[src/sv/assert_macros.svh]
// Assertion helpers; every user module has clk and arst_n.
`ifndef ASSERT_MACROS_SVH
`define ASSERT_MACROS_SVH

// Property checked at each rising clk edge, off while in reset.
`define ASSERT_AT_CLK(label, prop, msg) \
	label: assert property (@(posedge clk) disable iff (!arst_n) prop) else $error(msg);

// Condition that must never be true at a clk edge.
`define ASSERT_NEVER(label, cond, msg) \
	`ASSERT_AT_CLK(label, !(cond), msg)

`endif

[src/sv/lmc_pkg.sv]
package lmc_pkg;

	localparam int MAX_COLS     = 1024;
	localparam int PIXEL_BITS   = 16;
	localparam int COL_BITS     = $clog2(MAX_COLS);
	localparam int COL_CNT_BITS = COL_BITS + 1;

	localparam int ROW_BITS     = 12;
	localparam int ROW_CNT_BITS = 13;
	localparam int ROW_LIMIT    = 4096;
	localparam int COLCFG_BITS  = 11;

	localparam int COUNT_BITS   = 22;
	localparam logic [COUNT_BITS-1:0] COUNT_MAX = '1;

	localparam int RES_DEPTH    = 4;
	localparam int RES_PTR_BITS = $clog2(RES_DEPTH);
	localparam int RES_CNT_BITS = $clog2(RES_DEPTH + 1);

	// configuration register indexes
	localparam logic REG_ROW_COUNT    = 1'b0;
	localparam logic REG_COLUMN_COUNT = 1'b1;

	typedef logic [PIXEL_BITS-1:0] pix_t;
	typedef logic [8:0][PIXEL_BITS-1:0] win_t;  // index = row * 3 + col, col 2 newest
	typedef logic signed [1:0] step_t;

	localparam step_t ROW_STEP [8] = '{-2'sd1, -2'sd1, -2'sd1, 2'sd0, 2'sd0, 2'sd1, 2'sd1, 2'sd1};
	localparam step_t COL_STEP [8] = '{-2'sd1, 2'sd0, 2'sd1, -2'sd1, 2'sd1, -2'sd1, 2'sd0, 2'sd1};

	// position flags of one element travelling down the pipe
	typedef struct packed {
		logic valid;
		logic r_ge1;
		logic r_ge2;
		logic c_ge1;
		logic c_ge2;
		logic last_col;
		logic last_row;
	} pos_t;

	// centre (wr, wc) strictly above each of its enabled neighbours
	function automatic logic is_peak(input win_t w, input int wr, input int wc,
		input logic up, input logic down, input logic left, input logic right);
		logic pk;
		int   dr;
		int   dc;
		int   idx;
		pk = 1'b1;
		for (int k = 0; k < 8; k++) begin
			dr  = int'(ROW_STEP[k]);
			dc  = int'(COL_STEP[k]);
			idx = (wr + dr) * 3 + wc + dc;
			if (!((dr < 0 && !up) || (dr > 0 && !down) || (dc < 0 && !left) ||
				(dc > 0 && !right)) && idx >= 0 && idx <= 8) begin
				if ($signed(w[4'(idx)]) >= $signed(w[4'(wr * 3 + wc)]))
					pk = 1'b0;
			end
		end
		return pk;
	endfunction

endpackage

[src/sv/lmc_peak_eval.sv]
module lmc_peak_eval (
	input  logic                          clk,
	input  logic                          arst_n,
	input  lmc_pkg::pos_t                 pos_s1,
	input  lmc_pkg::pix_t                 above_s1,
	input  lmc_pkg::pix_t                 middle_s1,
	input  lmc_pkg::pix_t                 key_s1,
	output logic                          end_s2,
	output logic                          push,
	output logic [lmc_pkg::COUNT_BITS-1:0] push_count
);
	import lmc_pkg::*;

	win_t                  win_q;
	pos_t                  pos_s2;
	logic [COUNT_BITS-1:0] count_q;
	logic [3:0]            hit;
	logic [2:0]            hits;
	logic [COUNT_BITS:0]   sum;
	logic [COUNT_BITS-1:0] next_count;

	always_comb begin
		hit[0] = pos_s2.r_ge1 && pos_s2.c_ge1 &&
			is_peak(win_q, 1, 1, pos_s2.r_ge2, 1'b1, pos_s2.c_ge2, 1'b1);
		hit[1] = pos_s2.r_ge1 && pos_s2.last_col &&
			is_peak(win_q, 1, 2, pos_s2.r_ge2, 1'b1, pos_s2.c_ge1, 1'b0);
		hit[2] = pos_s2.last_row && pos_s2.c_ge1 &&
			is_peak(win_q, 2, 1, pos_s2.r_ge1, 1'b0, pos_s2.c_ge2, 1'b1);
		hit[3] = pos_s2.last_row && pos_s2.last_col &&
			is_peak(win_q, 2, 2, pos_s2.r_ge1, 1'b0, pos_s2.c_ge1, 1'b0);
		hits = 3'(hit[0]) + 3'(hit[1]) + 3'(hit[2]) + 3'(hit[3]);
		sum  = {1'b0, count_q} + (COUNT_BITS + 1)'(hits);
		next_count = (sum > {1'b0, COUNT_MAX}) ? COUNT_MAX : sum[COUNT_BITS-1:0];
	end

	assign end_s2     = pos_s2.valid && pos_s2.last_col && pos_s2.last_row;
	assign push       = end_s2;
	assign push_count = next_count;

	always_ff @(posedge clk or negedge arst_n) begin
		if (!arst_n) begin
			win_q   <= '0;
			pos_s2  <= '0;
			count_q <= '0;
		end else begin
			pos_s2 <= pos_s1;
			if (pos_s1.valid) begin
				win_q[0] <= win_q[1];
				win_q[1] <= win_q[2];
				win_q[2] <= above_s1;
				win_q[3] <= win_q[4];
				win_q[4] <= win_q[5];
				win_q[5] <= middle_s1;
				win_q[6] <= win_q[7];
				win_q[7] <= win_q[8];
				win_q[8] <= key_s1;
			end
			if (pos_s2.valid)
				count_q <= end_s2 ? '0 : next_count;
		end
	end

endmodule

[config.mk]
export PLATFORM = sky130hd
export DESIGN_NAME = lmc_peak_eval
export DESIGN_NICKNAME = d
export VERILOG_FILES = /design/src/sv/assert_macros.svh /design/src/sv/lmc_pkg.sv /design/src/sv/lmc_peak_eval.sv
export SDC_FILE = /design/constraint.sdc
export NUM_CORES = 1
export LEC_CHECK = 0
export BUFFER_PORTS_ARGS = -buffer_cell sky130_fd_sc_hd__buf_2
export CAP_MARGIN = 10
export CELL_PAD_IN_SITES_DETAIL_PLACEMENT = 0
export CELL_PAD_IN_SITES_GLOBAL_PLACEMENT = 1
export CORE_AREA = 2 2 156 158
export DETAILED_ROUTE_END_ITERATION = 6
export DIE_AREA = 0 0 158 160
export PLACE_DENSITY_LB_ADDON = 0.1
export RECOVER_POWER = 25
export REMOVE_ABC_BUFFERS = 1
export SYNTH_ARGS = -nofsm -noshare
export SYNTH_HDL_FRONTEND = slang
export SYNTH_SLANG_ARGS = --single-unit
export TNS_END_PERCENT = 50
[constraint.sdc]
create_clock -name clk -period 8.55 [get_ports clk]
set_clock_uncertainty 0.05 [all_clocks]
set_input_delay 1.2825 -clock clk [delete_from_list [all_inputs] [get_ports clk]]
set_output_delay 1.2825 -clock clk [all_outputs]
set_load 0.02 [all_outputs]
==> flow_summary.yaml <==
status:
  status: "finished with violations"
  violations: "capacitance limit, slew limit"
timing:
  tightest_slew_ns: 4.73
  rsz0062_at_grt: "false"
  period_share_pct: 92.7
  final-setup-viol-count: 0
  fin_crit_ns: 7.93
  fin_tns_setup_ns: 0
  fmax_mhz: 126
  final-hold-violation-count: 0
  drv_slew: 211
  maxSlewHeadroom_pct: -216
logic_synthesis:
  synth.distinct_cells: 53
  synth.most_common_cell: "ha_1"
  synth_area_leaders: "dfrtp_1 (38%), ha_1 (22%), mux2_2 (9.3%)"
  syn_inst: 1138
  synth_flop_cell: "dfrtp_1"
  synth-edff-count: 0
  synth_common_cells: "ha_1 (197), dfrtp_1 (173), nand2_1 (129), a21oi_1 (97), mux2_2 (94)"
  ys_seq_area_share_pct: 38.0
  yosysWarnings: 0
  synth_area_leader_cell: "dfrtp_1"
  synth-seq-cells: 173
  synth_top_cell_area_share_pct: 38.0
  avgSynthCellArea_sq_um: 10.0
  synth_area_sq_um: 11400
  synthArstFlopShare_pct: 100
clock_network:
  holdBufCountCts: 0
  cts_root_buffer: "clkbuf_16"
  htree_levels: 4
  clk_latency_ns: 0.44
  clk_path_buf_depth: 2
  cts_setup_buffers: 0
  cts_inserted_buffers: 17
  cts_sinks: 173
  path_clk_slew_ns: 0.07
  cts_tree: "yes"
  cts_resized: 0
final_layout:
  layout.nets: 1463
  fillerInstances: 2221
  multi_input_area_sq_um: 6640
  drive_gt1_share_pct: 17.5
  finish.utilization_pct: 53.3
  area_growth_pct: 11.5
  regArea_sq_um: 4330
  diodes: 0
place:
  numPortBuffers: 80
  place_hpwl_um: 21300
  routabilityCongestion: 0.878
setup_path:
  crit_type: "flip-flop to output port"
  critPathCaptureType: "output port"
  crit_start: "win_q[79]$_DFFE_PN0P_"
  r2r-start: "win_q[79]$_DFFE_PN0P_"
  rr_worst_depth: 22
  required_ns: 7.22
  crit_slowest_cell: "a2111oi_0"
  cp_common_cell: "ha_1"
  r2r-end: "count_q[12]$_DFFE_PN0P_"
  cpPeakStageDelay_ns: 0.62
  start_kind: "flip-flop"
  cp_cell_sequence: "inv_1 -> ha_1 -> nand4_1 -> nor4_1 -> a21boi_0 -> a2111oi_0 -> mux2i_1 -> o2111ai_1 -> a2111oi_0 -> ha_1 -> fa_1 -> ha_1 -> fa_1 -> a21oi_1 -> nor4_4 -> and2_4 -> and3_1 -> nand3_1 -> buf_4 -> o21ai_0 -> buf_2"
  setup.worst_path.end: "push_count[8]"
  cp_max_fo: 27
  cp.arrival_ns: 6.59
  rrSetupSlack_ns: 2.16
global_route:
  grt_pass1_wl_um: 45000
  grt_max_degree: 106
  antenna_found_initial: 0
  grt_pass1_vias: 8198
  grt_usage_pct: 22.9
  grt_overflow: 0
floorplan:
  initial_utilization_pct: 47.8
  core-area_sq_um: 23800
  io_pins: 81
  dieWidth_um: 158
  rows: 57
  fp.dieH_um: 160
  die_area_sq_um: 25300
drt:
  drc: 0
  wirelength_um: 27800
  ant_nets: 0
  first_pass_iters: 5
  drtIter0Drc: 495
  via_per_inst: 5.39
  wl_per_cell_um: 18.0
  vias: 8320
power_and_ir_drop:
  p_leak_nw: 6.20
  ir_drop_v: 0.000127
  power_density_nw_per_um2: 200
worst_hold_path:
  hold_path.class: "flip-flop to flip-flop"
  hp-start: "win_q[136]$_DFFE_PN0P_"
run:
  maxCapViolCount: 3
[report_power, final]
part / internal [mW] / switching (mW) / total, mW
sequential: 0.915 / 0.107 / 1.02
combinational: 0.318 / 0.387 / 0.704
clock: 0.424 / 0.392 / 0.816
[cell type report]
type | count | share of cell area [%]
clock buffers | 17 | 3.35
clock inverters | 15 | 1.51
inverters | 69 | 2.04
multi-input cells | 859 | 52.3
flip-flops and latches | 173 | 34.1
well taps | 324 | 3.19
repair buffers | 87 | 3.50
[cell usage in the layout, fill, tap and decap left out, drive strengths merged, types with 8 or more instances in the layout]
| master | Yosys | routed |
|---|---|---|
| a21o | 19 | 19 |
| nor2 | 36 | 36 |
| clkbuf | 28 | 22 |
| mux2 | 94 | 94 |
| nand2 | 129 | 129 |
| and3 | 13 | 13 |
| xnor2 | 13 | 13 |
| o21ai | 90 | 90 |
| nand4 | 33 | 33 |
| nand3 | 25 | 25 |
| a21oi | 97 | 97 |
| nor2b | 13 | 13 |
| o211ai | 10 | 10 |
| a211oi | 8 | 8 |
| inv | 69 | 77 |
| dfrtp | 173 | 173 |
| a2111oi | 8 | 8 |
| buf | 9 | 82 |
| ha | 197 | 197 |
[state kept, by name, summed over array words and instances (netlist names)]
name     flops
count_q     22
pos_s2       7
win_q      144
[layer usage]
metal / share of wire, % / global-route usage (%)
met4: 1.4 / 5.12
met3: 3.3 / 3.69
met1: 49 / 32.7
met5: 0 / 0
met2: 46 / 36.8
[cells by family after synthesis]
logic type,share of synthesized area [%]
mux,9.74
simple gates,12.0
xor+xnor,1.38
flops,38.0
fa+ha+maj,22.0
buf+inv,3.63
compound gates,13.3
[worst max-delay path: cells and delay by family, from the launching register on]
family,cells,cell delay (ns)
adder cells (fa/ha/maj),5,1.79
flip-flops,1,0.40
multiplexers,1,0.27
AND/OR/NAND/NOR,6,1.03
buffers and inverters,3,0.73
AO/OA/AOI/OAI,6,1.93
[through the flow]
step                power (mW)  hold WS, ns  setup slack [ns]  instances  area (sq um)
global route              2.72        0.470             0.133       1544         12700
finish                    2.54        0.433             0.623       1544         12700
CTS                       2.56        0.442             0.616       1544         12700
floorplan                 1.49        0.397              1.71       1101         11200
detailed placement        1.74        0.423              1.07       1512         12100
global placement          1.72        0.410              1.19       1512         12100
[worst min path at each step]
stage	to	slack [ns]	cells after the start
2_1_floorplan	win_q[0]$_DFFE_PN0P_	0.40	2
4_1_cts	win_q[120]$_DFFE_PN0P_	0.44	2
6_report	win_q[120]$_DFFE_PN0P_	0.43	2
3_3_place_gp	win_q[126]$_DFFE_PN0P_	0.41	2
5_1_grt	win_q[123]$_DFFE_PN0P_	0.47	2
3_5_place_dp	win_q[16]$_DFFE_PN0P_	0.42	2
(Power assumes the default switching activity.)
