`config.mk`:
```
export PLATFORM = sky130hd
export DESIGN_NAME = lmc_result_fifo
export DESIGN_NICKNAME = d
export VERILOG_FILES = /design/src/sv/lmc_pkg.sv /design/src/sv/lmc_result_fifo.sv
export VERILOG_INCLUDE_DIRS = /design/src /design/src/sv
export SDC_FILE = /design/constraint.sdc
export NUM_CORES = 1
export LEC_CHECK = 0
export BUFFER_PORTS_ARGS = -buffer_cell sky130_fd_sc_hd__buf_2
export CORE_UTILIZATION = 40
export CTS_BUF_LIST = sky130_fd_sc_hd__clkbuf_4 sky130_fd_sc_hd__clkbuf_8
export DETAILED_ROUTE_END_ITERATION = 7
export GPL_TIMING_DRIVEN = 0
export MAX_ROUTING_LAYER = met4
export PLACE_DENSITY_LB_ADDON = 0.2
export SYNTH_ARGS = -nofsm -noshare
export SYNTH_HDL_FRONTEND = slang
export SYNTH_SLANG_ARGS = --single-unit
export TNS_END_PERCENT = 20
```
`constraint.sdc`:
```
create_clock -name clk -period 2.5 [get_ports clk]
set_input_delay 0.5 -clock clk [delete_from_list [all_inputs] [get_ports clk]]
set_output_delay 0.5 -clock clk [all_outputs]
set_load 0.01 [all_outputs]
```
`src/sv/assert_macros.svh`:
```
// Assertion helpers; every user module has clk and arst_n.
`ifndef ASSERT_MACROS_SVH
`define ASSERT_MACROS_SVH

// Property checked at each rising clk edge, off while in reset.
`define ASSERT_AT_CLK(label, prop, msg) \
	label: assert property (@(posedge clk) disable iff (!arst_n) prop) else $error(msg);

// Condition that must never be true at a clk edge.
`define ASSERT_NEVER(label, cond, msg) \
	`ASSERT_AT_CLK(label, !(cond), msg)

`endif

```
`src/sv/lmc_pkg.sv`:
```
package lmc_pkg;

	localparam int MAX_COLS     = 1024;
	localparam int PIXEL_BITS   = 16;
	localparam int COL_BITS     = $clog2(MAX_COLS);
	localparam int COL_CNT_BITS = COL_BITS + 1;

	localparam int ROW_BITS     = 12;
	localparam int ROW_CNT_BITS = 13;
	localparam int ROW_LIMIT    = 4096;
	localparam int COLCFG_BITS  = 11;

	localparam int COUNT_BITS   = 22;
	localparam logic [COUNT_BITS-1:0] COUNT_MAX = '1;

	localparam int RES_DEPTH    = 4;
	localparam int RES_PTR_BITS = $clog2(RES_DEPTH);
	localparam int RES_CNT_BITS = $clog2(RES_DEPTH + 1);

	// configuration register indexes
	localparam logic REG_ROW_COUNT    = 1'b0;
	localparam logic REG_COLUMN_COUNT = 1'b1;

	typedef logic [PIXEL_BITS-1:0] pix_t;
	typedef logic [8:0][PIXEL_BITS-1:0] win_t;  // index = row * 3 + col, col 2 newest
	typedef logic signed [1:0] step_t;

	localparam step_t ROW_STEP [8] = '{-2'sd1, -2'sd1, -2'sd1, 2'sd0, 2'sd0, 2'sd1, 2'sd1, 2'sd1};
	localparam step_t COL_STEP [8] = '{-2'sd1, 2'sd0, 2'sd1, -2'sd1, 2'sd1, -2'sd1, 2'sd0, 2'sd1};

	// position flags of one element travelling down the pipe
	typedef struct packed {
		logic valid;
		logic r_ge1;
		logic r_ge2;
		logic c_ge1;
		logic c_ge2;
		logic last_col;
		logic last_row;
	} pos_t;

	// centre (wr, wc) strictly above each of its enabled neighbours
	function automatic logic is_peak(input win_t w, input int wr, input int wc,
		input logic up, input logic down, input logic left, input logic right);
		logic pk;
		int   dr;
		int   dc;
		int   idx;
		pk = 1'b1;
		for (int k = 0; k < 8; k++) begin
			dr  = int'(ROW_STEP[k]);
			dc  = int'(COL_STEP[k]);
			idx = (wr + dr) * 3 + wc + dc;
			if (!((dr < 0 && !up) || (dr > 0 && !down) || (dc < 0 && !left) ||
				(dc > 0 && !right)) && idx >= 0 && idx <= 8) begin
				if ($signed(w[4'(idx)]) >= $signed(w[4'(wr * 3 + wc)]))
					pk = 1'b0;
			end
		end
		return pk;
	endfunction

endpackage

```
`src/sv/lmc_result_fifo.sv`:
```
`include "assert_macros.svh"

module lmc_result_fifo (
	input  logic                            clk,
	input  logic                            arst_n,
	input  logic                            push,
	input  logic [lmc_pkg::COUNT_BITS-1:0]  push_count,
	output logic [lmc_pkg::RES_CNT_BITS-1:0] level,
	output logic                            tvalid,
	input  logic                            tready,
	output logic [lmc_pkg::COUNT_BITS-1:0]  tdata
);
	import lmc_pkg::*;

	logic [COUNT_BITS-1:0]   buf_q [RES_DEPTH];
	logic [RES_PTR_BITS-1:0] wr_ptr_q;
	logic [RES_PTR_BITS-1:0] rd_ptr_q;
	logic [RES_CNT_BITS-1:0] cnt_q;
	logic                    pop;

	assign tvalid = (cnt_q != '0);
	assign tdata  = buf_q[rd_ptr_q];
	assign pop    = tvalid && tready;
	assign level  = cnt_q;

	always_ff @(posedge clk) begin
		if (push)
			buf_q[wr_ptr_q] <= push_count;
	end

	always_ff @(posedge clk or negedge arst_n) begin
		if (!arst_n) begin
			wr_ptr_q <= '0;
			rd_ptr_q <= '0;
			cnt_q    <= '0;
		end else begin
			if (push)
				wr_ptr_q <= wr_ptr_q + RES_PTR_BITS'(1);
			if (pop)
				rd_ptr_q <= rd_ptr_q + RES_PTR_BITS'(1);
			cnt_q <= cnt_q + RES_CNT_BITS'(push) - RES_CNT_BITS'(pop);
		end
	end

	`ASSERT_NEVER(a_fifo_overflow, push && !pop && cnt_q == RES_CNT_BITS'(RES_DEPTH), "result fifo overflow")
	`ASSERT_AT_CLK(a_fifo_level, 1'b1 |=> cnt_q == RES_CNT_BITS'($past(cnt_q) + $past(push) - $past(pop)), "result fifo level mismatch")

endmodule

```
==> results by group, run 1 <==
Outcome
  – Outcome: finished, final reports clean

Logic synthesis
  – Synth Area in Simple Gates: 0.9709%
  – Biggest area consumer among synthesized cells: edfxtp_1
  – Main combinational cell family by area after synthesis: multiplexers
  – Yosys top cell area share: 73.23%
  – Syn nets: roughly 180
  – Ys flop type: edfxtp_1
  – Seq/Total Area, Yosys: 78.09%
  – Async set or reset register ratio after synthesis: 7.368%
  – Synth Area per Inst: 24.22 sq um
  – Most frequent cell after synthesis: edfxtp_1
  – Post-synth EDFFs: 88
  – Post-synthesis mux area share: 14.15%
  – Post-synth top cells: 88 x edfxtp_1, 18 x mux4_2, 7 x dfrtp_1, 6 x ha_1, 6 x inv_1
  – Syn Std Cell Area: 3608 sq um
  – Largest cells by area after synthesis: edfxtp_1 73%, mux4_2 11%, dfrtp_1 4.9%, mux4_1 2.9%, ha_1 2.1%
  – FF+latch count, synth: 95
  – Xor-xnor portion of the synthesized cell area: 1.214%
  – Post-synthesis adder-cell area fraction: under 10%
  – YS warnings: 0
  – Yosys cell types: 18
  – Mapped Cells: 149
  – Synth Area in Compound Gates: less than 1%

Critical path
  – Worst path required time: 2.00 ns
  – R2R Path Start: level[1]
  – FF-to-FF setup slack: about 0.47 ns
  – Reg2reg end: level[2]
  – Crit path from: rd_ptr_q[0]
  – CP Cell Sequence: buf_6 -> buf_12 -> mux4_2 -> buf_2
  – CP peak stage delay: about 0.5 ns
  – Slowest-stage cell, CP: mux4_2
  – Largest fanout on the critical path: 10
  – CP endpoint: tdata[14]
  – Setup crit start kind: flop
  – Worst r2r path cells: 7
  – Setup crit end kind: output port
  – Worst EP arrival: 1.67 ns
  – WS Path Type: flop to output port

Final layout
  – Fillcell total: 717
  – Sequential standard cell area: 2818 sq um
  – Area of the multi-input gates: 706.9 sq um
  – Ant diodes: 0
  – Final Instance Area: 4202 sq um
  – Final net count: approximately 250
  – Area delta synth->final: 16.44%
  – Finished Core Util: 48.18%
  – Share of cells above drive strength 1: 41.01%

Drt
  – Drt drc: 0
  – Routed vias/inst: 4.969
  – DR iter-0 viols: 67
  – Final ANT Viol Nets: 0
  – Drt first pass iters: 4
  – Post-Route WL: 5618 microns
  – Routed WL per cell: about 17 microns
  – Via count: 1,615

Clocking
  – Postcts setup bufs: 0
  – Worst-Skew Late Latency: 0.35 ns
  – Clock buffer depth: 2
  – CTS tree: yes
  – Root buf cell: clkbuf_8
  – CTS H-Tree Depth: 3
  – Clock-pin slew on the worst setup and hold paths: around 0.090 ns
  – Clock sinks: between 90 and 100
  – CTS Buf Count: 9

Timing
  – Fin. Hold Viols: 0
  – Final setup vio count: 0
  – Final TNS setup: 0 ns
  – Slew headroom: 21.29%
  – Unrepaired setup endpoints after global routing: false
  – Period utilization: 86.84%
  – Final min period: 2.171 ns
  – Slew @ Worst Pin: 1.181 ns
  – Max Slew Vio Count: 0
  – Fmax: ~460 MHz
  – Clock skew: about 0.0047 ns

Die
  – Die width: 96.98 microns
  – I/O pin count: 52
  – Die Footprint: between 9000 and 10,000 sq um
  – Initial Util: 41.38%
  – CORE AREA: 8721 sq um
  – Die Height: 96.98 microns
  – Row count: 34

Placed design
  – DP Area: 3999 sq um
  – HPWL after detailed placement: 3502 microns
  – Routability cong.: 0.6361
  – Port buffer count: 51

GRT
  – Largest net degree at the start of global routing: 23
  – Global route overflow: 0
  – First-pass GRT wire length: 8976 microns
  – Vias in the first global route: 1,699
  – GRT Total Usage: 13.38%
  – Initial antenna violation count: 0

Power and ir drop
  – Net Sw Frac: 29.38%
  – Sw power: 1.376 mW
  – Clock power frac: 20.7%
  – VDD IR max: a little over 0.0005 V
  – Lkg Pwr: 1.489 nW
  – Power share of the combinational group: approximately 32%
  – Power per Cell Area: ~1100 nW/um^2
  – P_int: around 3.3 mW
  – Reg power frac: approximately 47%

Flow run
  – Max-cap violations: 0

Hold path
  – Worst Hold Class: input pin to flop
[worst max-delay path: cells and delay by family (launching register included)]
kind,cells,cell delay [ns]
mux,1,0.51
buf+inv,3,0.46
flops,1,0.35
[kinds of logic (layout without fill, tap and decap cells)]
kind of cell,count (synthesis),after routing
buffers and inverters,11,79
muxes,22,22
xor gates and xnor gates,5,5
and+or+nand+nor,6,6
DFF,95,95
AOI/OAI and AO/OA,3,3
adders and majority gates,7,7
[worst min-delay path by stage]
| stage | startpoint | end | slack, ns | depth (start not counted) |
|---|---|---|---|---|
| final | push_count[13] | buf_q[2][13] | 0.36 | 1 |
| after global routing | push_count[17] | buf_q[2][17] | 0.35 | 1 |
| after CTS | push_count[15] | buf_q[0][15] | 0.35 | 1 |
| after detailed placement | arst_n | level[0] | 0.35 | 1 |
| after global placement | arst_n | level[0] | 0.34 | 1 |
| after floorplan | arst_n | level[0] | 0.20 | 0 |
[repair_timing]
action | 4_1_cts | 5_1_grt
hold buffers | 1 | 0
hold endpoints to repair | 7 | 0
gates resized for setup | 0 | 0
[layer usage]
metal  part of all wire [%]  global-route usage [%]  vias to the layer above
li1                       -                       -                      740
met2                     49                   22.32                       39
met5                      0                       -                        -
met4                    2.2                   6.544                        0
met3                    4.2                   3.396                       12
met1                     44                   15.01                      824
[metrics by stage]
step / worst slack (ns) / power (mW) / std cells / hold WS [ns]
after CTS: 0.2840 / 4.769 / 325 / 0.3458
final: 0.3291 / 4.682 / 325 / 0.3640
after global placement: 0.4158 / 3.777 / 308 / 0.3437
after floorplan: 0.5249 / 3.269 / 149 / 0.2044
after detailed placement: 0.4136 / 3.808 / 308 / 0.3500
after global routing: 0.2521 / 4.944 / 325 / 0.3456
[cell type report]
type	count	share of cell area [%]
sequential	95	67.06
multi-input combinational	43	16.83
buffer	5	1.459
tap	108	3.216
inverter	6	0.5360
timing repair buffer	52	6.313
clock buffer	10	3.127
clock inverter	6	1.459
[power by group through the flow]
stage                     registers, mW  clock network [mW]  logic (mW)
final                              2.21               0.971        1.50
after detailed placement           2.26                   0        1.55
after global routing               2.25                1.05        1.65
after CTS                          2.22               0.992        1.56
after floorplan                    2.22                   0        1.04
after global placement             2.25                   0        1.53
[cells in the final DEF, fill, tap and decap left out]
master,instances
edfxtp_1,88
or3_1,1
nand2_1,1
dfrtp_1,7
o21ai_0,1
clkbuf_4,1
bufinv_16,1
buf_12,2
buf_6,1
buf_2,53
mux4_2,18
and2_1,4
dlygate4sd3_1,1
clkbuf_8,9
inv_1,6
xor2_1,2
o311ai_0,1
clkinv_1,1
fa_1,1
mux4_1,4
ha_1,6
clkinvlp_4,3
xnor2_1,3
clkinv_2,1
o31a_1,1
[registers in the layout (all words and copies together), names as in the netlist]
signal / count
rd_ptr_q: 2
wr_ptr_q: 2
level: 3
buf_q: 88
(Power assumes the default switching activity.)
==> inputs of run 2 (changes only) <==
--- a/config.mk
+++ b/config.mk
@@ -7,7 +7,7 @@
 export NUM_CORES = 1
 export LEC_CHECK = 0
 export BUFFER_PORTS_ARGS = -buffer_cell sky130_fd_sc_hd__buf_2
-export CORE_UTILIZATION = 40
+export CORE_UTILIZATION = 54
 export CTS_BUF_LIST = sky130_fd_sc_hd__clkbuf_4 sky130_fd_sc_hd__clkbuf_8
 export DETAILED_ROUTE_END_ITERATION = 7
 export GPL_TIMING_DRIVEN = 0
==> run 2 against run 1 <==
  * Global-route usage increased by 4.6 points
  * Clock-buffer cell count decreased by 1
  * Fmax decreased by 0.20%
  * First-iteration DRC count decreased by 4.5%
  * Via count increased by 1.2%
  * Clock skew about the same
  * Non-clock buffer count unchanged
  * Sequential share of layout area increased by 0.73 points
  * Critical path type unchanged
  * Largest cell class unchanged
  * Largest power group unchanged
==> results by group, run 2 (synthesis gave the netlist of run 1 again) <==
Outcome
  – Outcome: finished, final reports clean

Final layout
  – Fillcell total: between 400 and 500
  – Largest Register: buf_q
  – Share of cells above drive strength 1: 40.09%
  – Ant diodes: 0
  – Most common cell after layout, fill and taps aside: edfxtp_1
  – Max FFs per register: 88
  – Area delta synth->final: 15.19%
  – Most frequent cells in the layout: 88 x edfxtp_1, 53 x buf_2, 18 x mux4_2
  – Fin cells: between 200 and 300
  – Area of the multi-input gates: 706.9 sq um
  – Sequential standard cell area: 2818 sq um
  – Final net count: 245

GRT
  – GRT Total Usage: between 10% and 20%
  – Largest net degree at the start of global routing: 23
  – Vias in the first global route: 1,706
  – Initial antenna violation count: 0
  – First-pass GRT wire length: 8866 microns
  – Global route overflow: 0

Timing
  – Slew headroom: 21.74%
  – Slew @ Worst Pin: 1.174 ns
  – Final setup vio count: 0
  – Fmax: 459.7 MHz
  – Clock skew: 0.004355 ns
  – Max Slew Vio Count: 0
  – Fin. Hold Viols: 0
  – Unrepaired setup endpoints after global routing: false
  – Period utilization: 87.01%
  – PnR worst setup slack: approximately 0.32 ns
  – Final min period: around 2.2 ns
  – Final TNS setup: 0 ns

Critical path
  – Slowest-stage cell, CP: mux4_2
  – CP Cell Sequence: buf_6 -> buf_12 -> mux4_2 -> buf_2
  – R2R Path Start: level[1]
  – FF-to-FF setup slack: 0.41 ns
  – WS Path Type: flop to output port
  – Worst r2r path cells: 7
  – Reg2reg end: level[2]
  – Worst path required time: 2.00 ns
  – Largest fanout on the critical path: 10
  – Setup crit end kind: output port
  – Worst EP arrival: 1.68 ns
  – Setup crit start kind: flop
  – CP peak stage delay: ~0.52 ns

Clocking
  – Clock sinks: 95
  – CTS Buf Count: 9
  – Postcts setup bufs: 0
  – Clock-pin slew on the worst setup and hold paths: approximately 0.08 ns
  – Clock buffer depth: 2
  – Root buf cell: clkbuf_8
  – CTS tree: yes
  – Worst-Skew Late Latency: between 0.3 and 0.4 ns
  – CTS H-Tree Depth: 3

Drt
  – Routed WL per cell: between 15 and 20 microns
  – Final ANT Viol Nets: 0
  – Top sig layer: met4
  – Routed vias/inst: 5.561
  – DR iter-0 viols: 64
  – DRT met1 WL: around 2300 microns
  – DR WL met2: 2808 microns
  – DR WL met3: between 200 and 300 microns
  – Post-Route WL: 5480 microns
  – Via count: 1,635
  – Drt first pass iters: 4
  – Drt drc: 0

Die
  – Row count: 29
  – Die Footprint: 7013 sq um
  – CORE AREA: 6386 sq um
  – Die Height: 83.75 microns
  – Initial Util: 56.50%
  – I/O pin count: 52
  – Die width: 83.75 microns

Hold path
  – Hold Path Depth: 1
  – Worst Hold Class: input pin to flop
  – HP Start: push_count[1]
  – Worst Hold Path EP: buf_q[2][1]

Power and ir drop
  – Lkg Pwr: 1.492 nW
  – VDD IR max: 0.0006209 V
  – Total power: 4.666 mW
  – Power per Cell Area: 1123 nW/um^2

Flow run
  – Max-cap violations: 0

Placed design
  – HPWL after detailed placement: 3365 microns
  – Port buffer count: about 50
  – Pre-CTS WS: 0.4477 ns
  – Routability cong.: 0.6960
  – Inst Count DP: between 200 and 300
-- run 2: cell types whose count changed in the layout (fill, tap and decap cells not counted) --
cell / previous run / this run
clkinv_1: 1 / 3
clkinvlp_4: 3 / 1
clkbuf_4: 1 / 0
inv_6: 0 / 1
-- run 2: power breakdown --
| group | internal, mW | switching, mW |
|---|---|---|
| clock network | 0.454 | 0.496 |
| logic | 0.737 | 0.761 |
| registers | 2.10 | 0.114 |
| total | 3.29 | 1.37 |
-- run 2: critical path: cells and delay by family, from the launching register on --
kind,cells,cell delay (ns)
mux,1,0.52
flops,1,0.35
buf+inv,3,0.46
-- run 2: worst max-delay path by stage --
| stage | startpoint | endpoint | slack (ns) | depth (start not counted) |
|---|---|---|---|---|
| 5_1_grt | rd_ptr_q[0] | tdata[12] | 0.26 | 4 |
| 3_3_place_gp | push | buf_q[3][9] | 0.50 | 2 |
| 2_1_floorplan | level[1] | level[2] | 0.52 | 7 |
| 6_report | rd_ptr_q[0] | tdata[13] | 0.32 | 4 |
| 3_5_place_dp | push | buf_q[0][11] | 0.45 | 2 |
| 4_1_cts | rd_ptr_q[0] | tdata[12] | 0.29 | 4 |
-- run 2: repair_timing --
action,in CTS,in global routing
endpoints found under the hold margin,7,0
hold buffers,1,0
resized for setup,0,0
endpoints found under the setup margin,0,0
-- run 2: routing by layer --
layer | track usage (%) | up-vias
met3 | 5.045 | 8
met2 | 28.09 | 49
met1 | 22.26 | 837
met5 | - | -
met4 | 7.858 | 0
li1 | - | 741
-- run 2: final cells by class --
class | count | area share [%]
well taps | 77 | 2.318
repair buffers | 52 | 6.382
inverters | 6 | 0.5418
clock buffers | 9 | 2.980
multi-input cells | 43 | 17.01
plain buffers | 5 | 1.475
flip-flops and latches | 95 | 67.79
clock inverters | 7 | 1.505
-- run 2: metrics by stage --
stage | hold slack (ns) | cell area, sq um | util (%)
detailed placement | 0.3446 | 3960 | 62.01
global placement | 0.3346 | 3960 | 62.01
CTS | 0.3442 | 4156 | 65.09
finish | 0.3587 | 4156 | 65.09
global route | 0.3474 | 4156 | 65.09
floorplan | 0.2044 | 3608 | -
==> inputs of run 3 (changes only) <==
--- a/config.mk
+++ b/config.mk
@@ -7,7 +7,7 @@
 export NUM_CORES = 1
 export LEC_CHECK = 0
 export BUFFER_PORTS_ARGS = -buffer_cell sky130_fd_sc_hd__buf_2
-export CORE_UTILIZATION = 54
+export CORE_UTILIZATION = 44
 export CTS_BUF_LIST = sky130_fd_sc_hd__clkbuf_4 sky130_fd_sc_hd__clkbuf_8
 export DETAILED_ROUTE_END_ITERATION = 7
 export GPL_TIMING_DRIVEN = 0
==> run 3 against run 2 <==
  * Via count is 0.31% higher
  * Highest routed layer unchanged
  * Clock power rose by 26%
  * Routed wire length increased by 5.5%
  * Clock-buffer cell count unchanged
==> results by group, run 3 (synthesis gave the netlist of run 1 again) <==
Outcome
  – Outcome: finished, final reports clean

Timing
  – Final setup vio count: 0
  – Final TNS setup: 0 ns
  – Slew @ Worst Pin: 1.188 ns
  – Final min period: 2.192 ns
  – Slew headroom: 20.78%
  – Fmax: 456.2 MHz
  – Period utilization: between 80% and 90%
  – Unrepaired setup endpoints after global routing: false
  – Max Slew Vio Count: 0
  – Clock skew: 0.009920 ns
  – Fin. Hold Viols: 0

Critical path
  – R2R Path Start: level[1]
  – Setup crit end kind: output port
  – CP peak stage delay: 0.52 ns
  – WS Path Type: flop to output port
  – CP Cell Sequence: buf_6 -> buf_12 -> mux4_2 -> buf_2
  – Reg2reg end: level[2]
  – Worst path required time: ~2 ns
  – CP endpoint: tdata[5]
  – Slowest-stage cell, CP: mux4_2
  – Worst EP arrival: 1.69 ns
  – Crit path from: rd_ptr_q[0]
  – CP Depth: 4
  – CP delay by family, top: multiplexers
  – Crit path buffers/inverters: 3
  – Setup crit start kind: flop
  – FF-to-FF setup slack: ~0.48 ns
  – Worst r2r path cells: 7
  – Largest fanout on the critical path: 10

Clocking
  – Root buf cell: clkbuf_8
  – CTS H-Tree Depth: 3
  – Clock sinks: 95
  – CTS Buf Count: 9
  – Postcts setup bufs: 0
  – Clock-pin slew on the worst setup and hold paths: 0.09 ns
  – Post-CTS sizing: 0
  – CTS Hold Buffers Added: 1
  – Worst-Skew Late Latency: roughly 0.35 ns
  – Clock buffer depth: 2
  – CTS tree: yes

Final layout
  – Fillcell total: 653
  – Max FFs per register: 88
  – Fin cells: 319
  – Largest Register: buf_q
  – Final net count: 245
  – Share of cells above drive strength 1: 41.47%
  – Area delta synth->final: 17.79%
  – Most frequent cells in the layout: 88 x edfxtp_1, 53 x buf_2, 18 x mux4_2
  – Most common cell after layout, fill and taps aside: edfxtp_1
  – Ant diodes: 0

Die
  – I/O pin count: 52
  – Die Footprint: 8567 sq um
  – Initial Util: 45.98%
  – Row count: 32
  – Die width: 92.56 microns
  – CORE AREA: 7848 sq um
  – Die Height: 92.56 microns

Drt
  – Drt first pass iters: 4
  – Routed vias/inst: 5.141
  – Via count: between 1,500 and 2,000
  – Final ANT Viol Nets: 0
  – Post-Route WL: roughly 5800 microns
  – Routed WL per cell: 18.12 microns
  – Drt drc: 0
  – DR iter-0 viols: about 80

GRT
  – Initial antenna violation count: 0
  – Global route overflow: 0
  – First-pass GRT wire length: ~9100 microns
  – Largest net degree at the start of global routing: 23
  – GRT Total Usage: 15.37%
  – Vias in the first global route: 1,787

Hold path
  – HP Start: push_count[0]
  – Worst Hold Class: input pin to flop

Flow run
  – Max-cap violations: 0

Placed design
  – Port buffer count: 51
  – HPWL after detailed placement: ~3700 microns
  – Routability cong.: between 0.7 and 0.8
  – Inst Count DP: slightly above 300

Power and ir drop
  – Reg power frac: 45.1%
  – Sw power: 1.414 mW
  – Clock power frac: 24.4%
  – Net Sw Frac: approximately 29%
  – Power per Cell Area: 1161 nW/um^2
  – Lkg Pwr: about 1.5 nW
  – P_int: 3.520 mW
  – Power share of the combinational group: 30.5%
  – VDD IR max: 0.0006975 V
## run 3: cell type report
cell class	count	area, sq um	share of cell area, %
Timing Repair Buffer	52	265.3	6.241
Clock inverter	7	125.1	2.944
Multi-Input combinational cell	43	706.9	16.63
Clock buffer	9	123.9	2.914
Buffer	5	61.31	1.442
Sequential cell	95	2818	66.29
Inverter	6	22.52	0.5299
Tap cell	102	127.6	3.003
## run 3: how the worst min path moves through the flow
stage | slack (ns) | cells after the start | to
global placement | 0.33 | 1 | wr_ptr_q[1]
detailed placement | 0.35 | 1 | level[1]
global route | 0.34 | 1 | buf_q[1][2]
finish | 0.35 | 1 | buf_q[2][0]
floorplan | 0.20 | 0 | level[0]
CTS | 0.34 | 1 | buf_q[0][0]
## run 3: metal layers
layer | vias up | track usage, % | wire, microns
met5 | - | - | 0
met4 | 0 | 7.813 | 86
met2 | 57 | 25.99 | 3096
met1 | 836 | 17.40 | 2348
met3 | 9 | 3.120 | 247
li1 | 738 | - | -
## run 3: metrics by stage
step | instance area, sq um | power, mW | hold WS, ns | utilization (%) | setup WS [ns]
after floorplan | 3608 | 3.269 | 0.2044 | - | 0.5249
after global placement | 3991 | 3.738 | 0.3348 | 50.86 | 0.4796
after detailed placement | 3991 | 3.802 | 0.3468 | 50.86 | 0.4604
after CTS | 4250 | 5.013 | 0.3368 | 54.16 | 0.2706
after global routing | 4250 | 5.191 | 0.3431 | 54.16 | 0.2226
final | 4250 | 4.934 | 0.3510 | 54.16 | 0.3081
## run 3: power by group through the flow
stage | Clock, mW | Sequential [mW] | Combinational, mW
after floorplan | 0 | 2.22 | 1.04
after global placement | 0 | 2.23 | 1.51
after detailed placement | 0 | 2.26 | 1.54
after CTS | 1.24 | 2.23 | 1.55
after global routing | 1.29 | 2.25 | 1.65
final | 1.20 | 2.22 | 1.50
